==> src/sv/hpfc_pkg.sv <==
// Shared types and constants for the binary16 format converter.
`timescale 1ns / 1ps
package hpfc_pkg;

  typedef enum logic [1:0] {
    FUNC_S2H = 2'd0,
    FUNC_D2H = 2'd1,
    FUNC_H2S = 2'd2,
    FUNC_H2D = 2'd3
  } func_t;

  typedef struct packed {
    logic overflow;
    logic underflow;
  } hpfc_flags_t;

  // Register word index and reset value
  localparam logic REG_ROUND_TIES_EVEN = 1'b0;
  localparam logic RTE_RESET           = 1'b1;

  // Double exponent landmarks for narrowing to half
  localparam logic [10:0] D_EXP_MAX      = 11'h7ff;
  localparam logic [10:0] D_EXP_OVF      = 11'h40f;  // 2^16 and up overflows
  localparam logic [10:0] D_EXP_TINY     = 11'h3e6;  // below 2^-25 rounds to zero
  localparam logic [10:0] D_EXP_SUB_MAX  = 11'h3f0;  // half subnormal range top
  localparam logic [10:0] D_SUB_SHIFT    = 11'd1009; // 1051 - e - 42
  localparam logic [10:0] S2D_EXP_ADJ    = 11'd896;  // 1023 - 127
  localparam logic [14:0] H_INF          = 15'h7c00;

  // Widening exponent offsets
  localparam logic [7:0]  S_EXP_MAX      = 8'hff;
  localparam logic [7:0]  S_SUB_BASE     = 8'd103;   // 127 - 24
  localparam logic [7:0]  S_NORM_ADJ     = 8'd112;   // 127 - 15
  localparam logic [10:0] D_SUB_BASE     = 11'd999;  // 1023 - 24
  localparam logic [10:0] D_NORM_ADJ     = 11'd1008; // 1023 - 15
  localparam logic [4:0]  H_EXP_MAX      = 5'h1f;

endpackage

==> src/sv/half_precision_format_converter.sv <==
// Top level of the binary16 format converter: handshake, registers, datapath.
//
//  channel | direction | handshake           | payload
//  --------+-----------+---------------------+--------------------------------
//  in_     | input     | in_valid/in_ready   | in_func, in_operand
//  out_    | output    | out_valid/out_ready | out_result, out_overflow, out_underflow
//  cfg_    | input     | APB, pready high    | word 0: round_ties_even (bit 0)
//
// Structure: one input register, then the conversion logic into the result
// register. One item per cycle sustained while out_ready is high, set by the
// single-pass datapath between those two registers.
// Reset (synchronous, rst_n low) empties both stages and sets ties-to-even.
// A stalled out_ready fills the result register, then the input register;
// in_ready drops only when both are full.
`timescale 1ns / 1ps
module half_precision_format_converter (
  input  logic                  clk,
  input  logic                  rst_n,
  input  logic                  in_valid,
  output logic                  in_ready,
  input  hpfc_pkg::func_t       in_func,
  input  logic [63:0]           in_operand,
  output logic                  out_valid,
  input  logic                  out_ready,
  output logic [63:0]           out_result,
  output logic                  out_overflow,
  output logic                  out_underflow,
  input  logic                  cfg_psel,
  input  logic                  cfg_penable,
  input  logic                  cfg_pwrite,
  input  logic [2:0]            cfg_paddr,
  input  logic [31:0]           cfg_pwdata,
  output logic [31:0]           cfg_prdata,
  output logic                  cfg_pready
);
  import hpfc_pkg::*;

  // config register
  logic rte_r;
  logic cfg_wr;

  // input stage
  logic        s1_valid_r;
  func_t       s1_func_r;
  logic [63:0] s1_operand_r;

  // result stage
  logic        out_valid_r;
  logic [63:0] out_result_r;
  hpfc_flags_t out_flags_r;

  logic        out_free;
  logic        s1_load;
  logic        out_load;

  logic [15:0] nar_result;
  hpfc_flags_t nar_flags;
  logic [63:0] wid_result;
  logic [63:0] res_nxt;
  hpfc_flags_t flags_nxt;

  // APB: word 0 holds the rounding control
  assign cfg_pready = 1'b1;
  assign cfg_wr     = cfg_psel & cfg_penable & cfg_pwrite & cfg_pready;
  assign cfg_prdata = (cfg_paddr[2] == REG_ROUND_TIES_EVEN) ? {31'b0, rte_r} : 32'b0;

  always_ff @(posedge clk) begin
    if (!rst_n) begin
      rte_r <= RTE_RESET;
    end else if (cfg_wr && (cfg_paddr[2] == REG_ROUND_TIES_EVEN)) begin
      rte_r <= cfg_pwdata[0];
    end
  end

  // Pipeline control: each stage moves when the one after it has room
  assign out_free = ~out_valid_r | out_ready;
  assign in_ready = ~s1_valid_r | out_free;
  assign s1_load  = in_valid & in_ready;
  assign out_load = s1_valid_r & out_free;

  always_ff @(posedge clk) begin
    if (!rst_n) begin
      s1_valid_r  <= 1'b0;
      out_valid_r <= 1'b0;
    end else begin
      if (in_ready) begin
        s1_valid_r <= in_valid;
      end
      if (out_free) begin
        out_valid_r <= s1_valid_r;
      end
    end
  end

  always_ff @(posedge clk) begin
    if (s1_load) begin
      s1_func_r    <= in_func;
      s1_operand_r <= in_operand;
    end
  end

  // Datapath
  hpfc_narrow u_narrow (
    .rte_i     (rte_r),
    .func_i    (s1_func_r),
    .operand_i (s1_operand_r),
    .result_o  (nar_result),
    .flags_o   (nar_flags)
  );

  hpfc_widen u_widen (
    .func_i   (s1_func_r),
    .half_i   (s1_operand_r[15:0]),
    .result_o (wid_result)
  );

  // Widening never raises a flag
  always_comb begin
    case (s1_func_r)
      FUNC_S2H, FUNC_D2H: begin
        res_nxt   = {48'b0, nar_result};
        flags_nxt = nar_flags;
      end
      default: begin
        res_nxt   = wid_result;
        flags_nxt = '0;
      end
    endcase
  end

  always_ff @(posedge clk) begin
    if (out_load) begin
      out_result_r <= res_nxt;
      out_flags_r  <= flags_nxt;
    end
  end

  assign out_valid     = out_valid_r;
  assign out_result    = out_result_r;
  assign out_overflow  = out_flags_r.overflow;
  assign out_underflow = out_flags_r.underflow;

endmodule

==> src/sv/hpfc_narrow.sv <==
// Single or double to half narrowing with rounding and flags.
`timescale 1ns / 1ps
module hpfc_narrow (
  input  logic                 rte_i,
  input  hpfc_pkg::func_t      func_i,
  input  logic [63:0]          operand_i,
  output logic [15:0]          result_o,
  output hpfc_pkg::hpfc_flags_t flags_o
);
  import hpfc_pkg::*;

  logic        sign;
  logic [10:0] exp;
  logic [51:0] man;
  logic        s_zero;

  // subnormal path
  logic [10:0] sub_k;
  logic [21:0] sub_sh;
  logic [10:0] sub_keep;
  logic        sub_guard;
  logic        sub_sticky;
  logic        sub_up;
  logic [10:0] sub_val;

  // normal path
  logic [4:0]  n_exp;
  logic        n_up;
  logic [14:0] n_val;

  logic [9:0]  nan_pay;

  // Bring a single source onto the double grid
  always_comb begin
    s_zero = 1'b0;
    if (func_i == FUNC_S2H) begin
      sign = operand_i[31];
      man  = {operand_i[22:0], 29'b0};
      if (operand_i[30:23] == 8'hff) begin
        exp = D_EXP_MAX;
      end else begin
        exp = {3'b0, operand_i[30:23]} + S2D_EXP_ADJ;
      end
      s_zero = (operand_i[30:23] == 8'h00);
    end else begin
      sign = operand_i[63];
      exp  = operand_i[62:52];
      man  = operand_i[51:0];
    end
  end

  always_comb begin
    sub_k      = D_SUB_SHIFT - exp;
    sub_sh     = {1'b1, man[51:42], 11'b0} >> sub_k[3:0];
    sub_keep   = sub_sh[21:11];
    sub_guard  = sub_sh[10];
    sub_sticky = (|sub_sh[9:0]) | (|man[41:0]);
    sub_up     = sub_guard & (sub_sticky | ~rte_i | sub_keep[0]);
    sub_val    = sub_keep + {10'b0, sub_up};

    n_exp = 5'(exp - D_EXP_SUB_MAX);
    n_up  = man[41] & ((|man[40:0]) | ~rte_i | man[42]);
    n_val = {n_exp, man[51:42]} + {14'b0, n_up};

    nan_pay = (man[51:42] == 10'd0) ? 10'd1 : man[51:42];
  end

  always_comb begin
    flags_o = '0;
    if (s_zero) begin
      result_o           = {sign, 15'b0};
      flags_o.underflow  = (man != 52'd0);
    end else if (exp == D_EXP_MAX) begin
      if (man != 52'd0) begin
        result_o = {sign, H_INF[14:10], nan_pay};
      end else begin
        result_o = {sign, H_INF};
      end
    end else if (exp >= D_EXP_OVF) begin
      result_o         = {sign, H_INF};
      flags_o.overflow = 1'b1;
    end else if (exp < D_EXP_TINY) begin
      result_o          = {sign, 15'b0};
      flags_o.underflow = (exp != 11'd0) || (man != 52'd0);
    end else if (exp <= D_EXP_SUB_MAX) begin
      // tininess before rounding: flag any lost bits
      result_o          = {sign, 4'b0, sub_val};
      flags_o.underflow = sub_guard | sub_sticky;
    end else begin
      if (n_val >= H_INF) begin
        result_o         = {sign, H_INF};
        flags_o.overflow = 1'b1;
      end else begin
        result_o = {sign, n_val};
      end
    end
  end

endmodule

==> src/sv/hpfc_widen.sv <==
// Half to single or double widening, exact.
`timescale 1ns / 1ps
module hpfc_widen (
  input  hpfc_pkg::func_t func_i,
  input  logic [15:0]     half_i,
  output logic [63:0]     result_o
);
  import hpfc_pkg::*;

  logic        sign;
  logic [4:0]  e;
  logic [9:0]  m;
  logic [3:0]  p;
  logic [19:0] m_wide;
  logic [9:0]  m_norm;
  logic [9:0]  frac;
  logic [7:0]  s_exp;
  logic [10:0] d_exp;

  always_comb begin
    sign = half_i[15];
    e    = half_i[14:10];
    m    = half_i[9:0];
    // position of the leading one of a subnormal fraction
    p = 4'd0;
    for (int i = 0; i < 10; i++) begin
      if (m[i]) begin
        p = 4'(i);
      end
    end
    m_wide = {10'b0, m} << (4'd10 - p);
    m_norm = m_wide[9:0];
  end

  always_comb begin
    if (e == 5'd0) begin
      frac  = m_norm;
      s_exp = S_SUB_BASE + {4'b0, p};
      d_exp = D_SUB_BASE + {7'b0, p};
      if (m == 10'd0) begin
        frac  = 10'd0;
        s_exp = 8'd0;
        d_exp = 11'd0;
      end
    end else if (e == H_EXP_MAX) begin
      frac  = m;
      s_exp = S_EXP_MAX;
      d_exp = D_EXP_MAX;
    end else begin
      frac  = m;
      s_exp = {3'b0, e} + S_NORM_ADJ;
      d_exp = {6'b0, e} + D_NORM_ADJ;
    end
  end

  always_comb begin
    if (func_i == FUNC_H2D) begin
      result_o = {sign, d_exp, frac, 42'b0};
    end else begin
      result_o = {32'b0, sign, s_exp, frac, 13'b0};
    end
  end

endmodule
==> config.mk <==
export PLATFORM = sky130hd
export DESIGN_NAME = half_precision_format_converter
export DESIGN_NICKNAME = d
export VERILOG_FILES = /design/src/sv/hpfc_pkg.sv /design/src/sv/half_precision_format_converter.sv /design/src/sv/hpfc_narrow.sv /design/src/sv/hpfc_widen.sv
export SDC_FILE = /design/constraint.sdc
export NUM_CORES = 1
export LEC_CHECK = 0
export ABC_CLOCK_PERIOD_IN_PS = 3900
export BUFFER_PORTS_ARGS = -buffer_cell sky130_fd_sc_hd__clkbuf_2
export CAP_MARGIN = 20
export CORE_MARGIN = 2
export CORE_UTILIZATION = 30
export DETAILED_ROUTE_END_ITERATION = 8
export GPL_ROUTABILITY_DRIVEN = 0
export RECOVER_POWER = 100
export SKIP_LAST_GASP = 1
export SYNTH_ARGS = -nofsm -noshare
export SYNTH_HDL_FRONTEND = slang
export SYNTH_SLANG_ARGS = --single-unit
export TNS_END_PERCENT = 10
==> constraint.sdc <==
create_clock -name clk -period 3.9 [get_ports clk]
set_input_delay 0.195 -clock clk [delete_from_list [all_inputs] [get_ports clk]]
set_output_delay 0.195 -clock clk [all_outputs]
set_load 0.02 [all_outputs]
* Word-level counts from Yosys, hierarchy flattened
Index checks and enable logic that the tools add are counted.
** Word-level totals
- Register bits after elaboration :: 135
- Bits in latches :: 0
- Output and inout bits :: 101
- RAM bits :: 0
- Bits in read-only memories :: 0
- Memories :: 0
** Cells by class
- Bitwise logic cells :: 20
- $add $sub $neg :: 10
- Multipliers :: 0
- Div/mod/pow operators :: 0
- Muxes and demuxes :: 42
- Equality and inequality tests :: 5
- Reduce and logical (&&, ||, !) cells :: 16
- Shift operators :: 2
- $lt $le $gt $ge :: 4
** Operators with widths (number)
- 2-to-1 mux 15 bit :: 6
- 2-to-1 mux 11 bit :: 5
- 2-to-1 mux 52 bit :: 1
- nonzero test 52 bit :: 1
- OR reduction 42 bit :: 1
- OR reduction 41 bit :: 1
- 2-to-1 mux 10 bit :: 4
- 2-to-1 mux 16 bit :: 2
- 2-to-1 mux 8 bit :: 3
- >> shifter 22 x 4 -> 22 bit :: 1
- zero test 10 bit :: 2
- adder 15 x 1 -> 15 bit :: 1
- greater-or-equal comparator 15 bit (second input constant) :: 1
- 2-to-1 mux 1 bit :: 13
- 2-to-1 mux 3 bit :: 4
- adder 10 x 4 -> 11 bit (first input constant) :: 1
- adder 11 x 1 -> 11 bit :: 1
- adder 5 x 10 -> 11 bit (second input constant) :: 1
- adder 8 x 10 -> 11 bit (second input constant) :: 1
- == test 11 bit (second input constant) :: 1
- greater-or-equal comparator 11 bit (second input constant) :: 1
- less-or-equal comparator 11 x 10 -> 1 bit (second input constant) :: 1
- < comparator 11 x 10 -> 1 bit (second input constant) :: 1
- nonzero test 11 bit :: 1
- 23 further kinds :: 44

* Longest topological paths before layout
- Word-level depth :: 17
- Mapped depth :: 17

* Cells and area by module
From an unflattened synthesis, not the netlist that was laid out.
** Second synthesis, totals
- Cells, all modules :: 829
- Area total of the unflattened synthesis :: 8933.6 um^2
** Modules (own cells, without submodules)
- half_precision_format_converter :: seq. area each 4023.9 um^2, cells an instance 254, times used 1, area each 4918.5 um^2
- hpfc_narrow :: seq. area each 0.0 um^2, cells an instance 360, times used 1, area each 2571.2 um^2
- hpfc_widen :: seq. area each 0.0 um^2, cells an instance 215, times used 1, area each 1443.9 um^2

* Least setup slack after synthesis
OpenSTA, ideal clock, no wires.
- Kind :: reg-to-reg
- Start :: reg s1_func_r[1]
- End :: reg out_result_r[8] (netlist: out_result[8]), data pin
- Period minus slack after synthesis :: 3.885 ns
- Cell stages (with the launch flop) :: 17
- Slack :: 0.015 ns
- Path buffers :: 5
- Arrival :: 3.619 ns
- Data required time :: 3.634 ns
- Path through :: edfxtp_1 buf_6 or2_1 buf_6 buf_6 buf_2 mux2_2 ha_1 clkbuf_1 nand3_1 o311ai_4 nor2b_1 ha_1 nand3_1 or4_1 a31oi_1 o22ai_1
** On the way
- Word-level cells in the longest chain between the ends :: 16
- Elaborated cells on any way between the ends :: 37
** Ends and longest elaborated chain
- start: declaration :: line half_precision_format_converter.sv:44 : func_t s1_func_r;
- start signal: assignment :: line half_precision_format_converter.sv:97 : s1_func_r <= in_func;
- zero test 2 bit :: line half_precision_format_converter.sv:119, hpfc_narrow.sv:36
- 2-to-1 mux 11 bit :: line hpfc_narrow.sv:36 : if (func_i == FUNC_S2H) begin
- subtractor 1 x 4 -> 4 bit :: line hpfc_narrow.sv:53 : sub_k = D_SUB_SHIFT - exp;
- >> shifter 22 x 4 -> 22 bit :: line hpfc_narrow.sv:54 : sub_sh = {1'b1, man[51:42], 11'b0} >> sub_k[3:0];
- OR reduction 10 bit :: line hpfc_narrow.sv:57 : sub_sticky = (|sub_sh[9:0]) | (|man[41:0]);
- bitwise OR 1 bit :: line hpfc_narrow.sv:57
- bitwise OR 1 bit (2 in a row) :: line hpfc_narrow.sv:58 : sub_up = sub_guard & (sub_sticky | ~rte_i | sub_keep[0]);
- bitwise AND 1 bit :: line hpfc_narrow.sv:58
- adder 11 x 1 -> 11 bit :: line hpfc_narrow.sv:59 : sub_val = sub_keep + {10'b0, sub_up};
- 2-to-1 mux 15 bit :: line hpfc_narrow.sv:85 : end else if (exp <= D_EXP_SUB_MAX) begin
- 2-to-1 mux 15 bit :: line hpfc_narrow.sv:82 : end else if (exp < D_EXP_TINY) begin
- 2-to-1 mux 15 bit :: line hpfc_narrow.sv:79 : end else if (exp >= D_EXP_OVF) begin
- 2-to-1 mux 15 bit :: line hpfc_narrow.sv:73 : end else if (exp == D_EXP_MAX) begin
- 2-to-1 mux 15 bit :: line hpfc_narrow.sv:70 : if (s_zero) begin
- 2-to-1 mux 16 bit * :: line half_precision_format_converter.sv:119 : case (s1_func_r)
- end signal: assignment :: line half_precision_format_converter.sv:133 : out_result_r <= res_nxt;
- end: declaration :: line half_precision_format_converter.sv:49 : logic [63:0] out_result_r;
Mark *: on every way between the ends. The rest lies on a longest branch, timed or not.
A chain may end at the register's enable or synchronous reset.

* Worst setup path after layout
Same ends and word-level chain as after synthesis.

==> flow_summary.yaml <==
status:
  result_of_the_run: "finished, violations left"
  failed_checks: "capacitance limit, slew limit"
flow_run:
  count_of_maximum_capacitance_violations: 1
sta:
  tightest_slew_ps: 1780
  fin_crit_ps: 3610
  fmax_mhz: 277
  slew-limit-headroom_pct: -19.2
  timing.final.crit_share_pct: 92.6
  skew_ps: 14.5
  finalHoldViolCount: 0
  finalSetupViolations: 0
  finalMaxSlewViolations: 38
  worst_hold_slack_ps: 42.4
  rsz0062_at_grt: "false"
  finalSetupTns_ps: 0
route:
  dr_vias: 6285
  drt_pre_antenna_iters: 6
  postRouteWirelength_um: 22000
  detail_route.iter0.violations: 573
  post_drt_via_cell_ratio: 5.03
  drc_errors: 0
  route.antenna.remaining_nets: 0
  wl_per_cell_um: 17.6
synthesis:
  synth_top_cell_by_area: "sky130_fd_sc_hd__edfxtp_1"
  synth_enable_flop_cells: 117
  async_set_or_reset_register_ratio_after_synthesis_pct: 0
  post_synth_and_or_nand_nor_area_fraction_pct: 18.1
  synth_cell_type_count: 83
  synth.top_cells.by_count: "sky130_fd_sc_hd__edfxtp_1 (117), sky130_fd_sc_hd__nor2_1 (66), sky130_fd_sc_hd__nand2_1 (58)"
  yosysMostFrequentCell: "sky130_fd_sc_hd__edfxtp_1"
  netlist.area_leader.share_pct: 47.0
  synth-adder-area-share_pct: 1.00
  postSynthRegisterBits: 120
  main_combinational_cell_family_by_area_after_synthesis: "simple AND/OR/NAND/NOR gates"
  synthesized_area_divided_by_synthesized_cell_count_um2: 10.6
  synthesis.yosys.warnings: 0
  yosys.area_share.xor_xnor_pct: 2.90
  post_syn_area_mm2: 0.00747
  post_synth_mux_area_share_pct: 8.19
  dominantRegCellSynth: "sky130_fd_sc_hd__edfxtp_1"
  synth_compound_area_share_pct: 14.1
  syn_inst: 707
  yosysSeqAreaShare_pct: 47.8
  synth.top_cells.by_area: "sky130_fd_sc_hd__edfxtp_1 (47%), sky130_fd_sc_hd__mux2i_1 (5.6%), sky130_fd_sc_hd__buf_4 (4.9%)"
critical_path:
  crit_path_max_incr_delay_ps: 490
  worstSetupStartpointType: "flop"
  setup.worst_path.end_class: "flop"
  crit_path_top_delay_cell: "sky130_fd_sc_hd__or4_1"
  cp_max_fo: 24
  r2r_cells: 13
  timing.setup.critical_path_class: "flop to flop"
  crit_required_ps: 4040
  timing.critical_path.arrival_ps: 3750
  critical_path.cell_chain: "buf_4 -> o21ai_2 -> nand2_1 -> buf_4 -> ha_1 -> a211o_1 -> o311ai_4 -> nor2b_1 -> ha_1 -> nand3_1 -> or4_1 -> a31oi_1 -> o22ai_1"
final_layout:
  finish.net_count: 1026
  num-fill-cells: 2444
  antennaDiodeCount: 0
  area_growth_syn_to_layout_pct: 26.9
  drive_gt1_share_pct: 14.7
  multi_input_comb_area_mm2: 0.00346
  layout.cells.non_filler: 1249
  area.sequential_mm2: 0.00357
clock_tree:
  clock_sink_count: 120
  cts.clk_slew.worst_paths_ps: 60
  insertion_delay_ps: 420
  h_tree_depth: 4
  cts-root-to-sink-buffers: 2
  clock_tree_from_tritoncts: "built"
  cts-buffers-inserted: 17
  clk_root_buffer_cell: "sky130_fd_sc_hd__clkbuf_16"
hold_path:
  hold_path_depth: 3
  worst_hold_path_type: "input port to flop"
power_and_ir_drop:
  peakVddDrop_mv: 0.232
  leakagePower_nw: 3.52
  power_density_over_the_cells_mw_per_mm2: 397
floorplanning:
  chipWidth_um: 162
  floorplan.initialDensity_pct: 30.6
  die_h_um: 162
  core_mm2: 0.0244
  row_count: 57
  io_pins: 209
  floorplan.die_area_mm2: 0.0262
global_routing:
  via_count_of_the_first_global_routing_pass: 5966
  grt_overflow: 0
  grt_first_pass_wirelength_um: 33900
  grt_max_degree: 46
  grt_antenna_before_repair: 0
  globalRouteTotalUtil_pct: 16.9
placed_design:
  port_buffers: 133
  placed_cells_incl_taps: 1149
  hpwl_um: 15900
area by class of cell:
cell class | count | area share [%]
inverters | 16 | 0.633
well taps | 324 | 4.28
clock inverters | 15 | 1.35
multi-input cells | 532 | 36.5
flip-flops and latches | 120 | 37.7
repair buffers | 225 | 15.1
clock buffers | 17 | 4.49
cell usage in the layout, fill, tap and decap left out, types with 5 or more instances in the layout:
master                          netlist  final
sky130_fd_sc_hd__o211ai_1            14     14
sky130_fd_sc_hd__nand3_1             25     25
sky130_fd_sc_hd__a22oi_1              7      7
sky130_fd_sc_hd__nor2_1              66     66
sky130_fd_sc_hd__dlygate4sd3_1        0     68
sky130_fd_sc_hd__nand2_1             58     59
sky130_fd_sc_hd__mux2_2               5      5
sky130_fd_sc_hd__xor2_1               8      8
sky130_fd_sc_hd__inv_1               16     15
sky130_fd_sc_hd__mux2i_1             42     42
sky130_fd_sc_hd__ha_1                 6      6
sky130_fd_sc_hd__clkbuf_16            0     17
sky130_fd_sc_hd__conb_1               2     42
sky130_fd_sc_hd__o21ai_0             24     28
sky130_fd_sc_hd__edfxtp_1           117    117
sky130_fd_sc_hd__xnor2_1             13     13
sky130_fd_sc_hd__a21oi_1             31     31
sky130_fd_sc_hd__nor4_1               8      8
sky130_fd_sc_hd__a21o_1               8      8
sky130_fd_sc_hd__mux4_2               5      5
sky130_fd_sc_hd__buf_4               49     19
sky130_fd_sc_hd__and2_0               1     10
sky130_fd_sc_hd__nor2b_1             11     10
sky130_fd_sc_hd__clkbuf_1            14     79
sky130_fd_sc_hd__and3_1               5      6
sky130_fd_sc_hd__a31oi_1              7      7
sky130_fd_sc_hd__clkbuf_2             0     58
sky130_fd_sc_hd__and2_1              15      6
sky130_fd_sc_hd__nor3_1              17     17
sky130_fd_sc_hd__or4_1                5      5
sky130_fd_sc_hd__nand4_1             10     10
per-layer routing:
| layer | vias to the layer above | GRT usage, % | part of all wire, % | wire length (µm) |
|---|---|---|---|---|
| met4 | 0 | 5.71 | 1.9 | 421 |
| met5 | - | 0 | 0 | 0 |
| met2 | 274 | 26.1 | 45 | 9950 |
| li1 | 2994 | - | - | - |
| met3 | 29 | 2.81 | 6.8 | 1490 |
| met1 | 2988 | 24.1 | 46 | 10200 |
path summary, 6_finish.rpt:
| path | start | endpoint | slack [ps] |
|---|---|---|---|
| hold reg to reg | s1_valid_r$_SDFFE_PN0N_ | out_valid$_SDFFE_PN0P_ | 540 |
| setup reg to reg | s1_func_r[1]$_DFFE_PP_ | out_result[8]$_SDFFCE_PP0P_ | 290 |
| setup / recovery | s1_func_r[1]$_DFFE_PP_ | out_result[8]$_SDFFCE_PP0P_ | 290 |
| hold / removal | in_valid | s1_valid_r$_SDFFE_PN0N_ | 40 |
sequential cells by signal (all words and copies together), names as in the netlist:
register,count
s1_operand_r,64
out_result,49
s1_func_r,2
out_overflow,1
out_underflow,1
out_valid,1
rte_r,1
s1_valid_r,1
kinds of logic after synthesis:
family,Yosys count
and+or+nand+nor,258
AOI/OAI and AO/OA,150
muxes,53
buffers and inverters,95
adders and majority gates,6
other,2
DFF,120
xor gates and xnor gates,23
what timing repair did:
| action | 4_1_cts | 5_1_grt |
|---|---|---|
| hold endpoints to repair | 67 | 0 |
| buffers inserted | 0 | 0 |
| resized for setup | 0 | 1 |
| hold buffers | 68 | 0 |
| setup endpoints to repair | 0 | 1 |
report_power, final:
group / internal, W / switching [W]
sequential: 0.00150 / 0.0000649
combinational: 0.000270 / 0.000437
clock: 0.000874 / 0.000614
critical path: cells and delay by family (launching register included):
family,cells,cell delay [ps]
buf+inv,2,450
flops,1,410
simple gates,4,910
compound gates,5,960
fa+ha+maj,2,610
metrics by stage:
| stage | setup WS, ps | util, % | total power, W | instance area, µm² |
|---|---|---|---|---|
| global route | 19.2 | 38.9 | 0.00392 | 9480 |
| floorplan | 14.8 | - | 0.00206 | 7620 |
| finish | 288 | 38.9 | 0.00376 | 9480 |
| detailed placement | 334 | 34.3 | 0.00224 | 8370 |
| global placement | 389 | 34.3 | 0.00224 | 8370 |
| CTS | 318 | 39.4 | 0.00380 | 9600 |
Power figures use the tool's default switching activity.
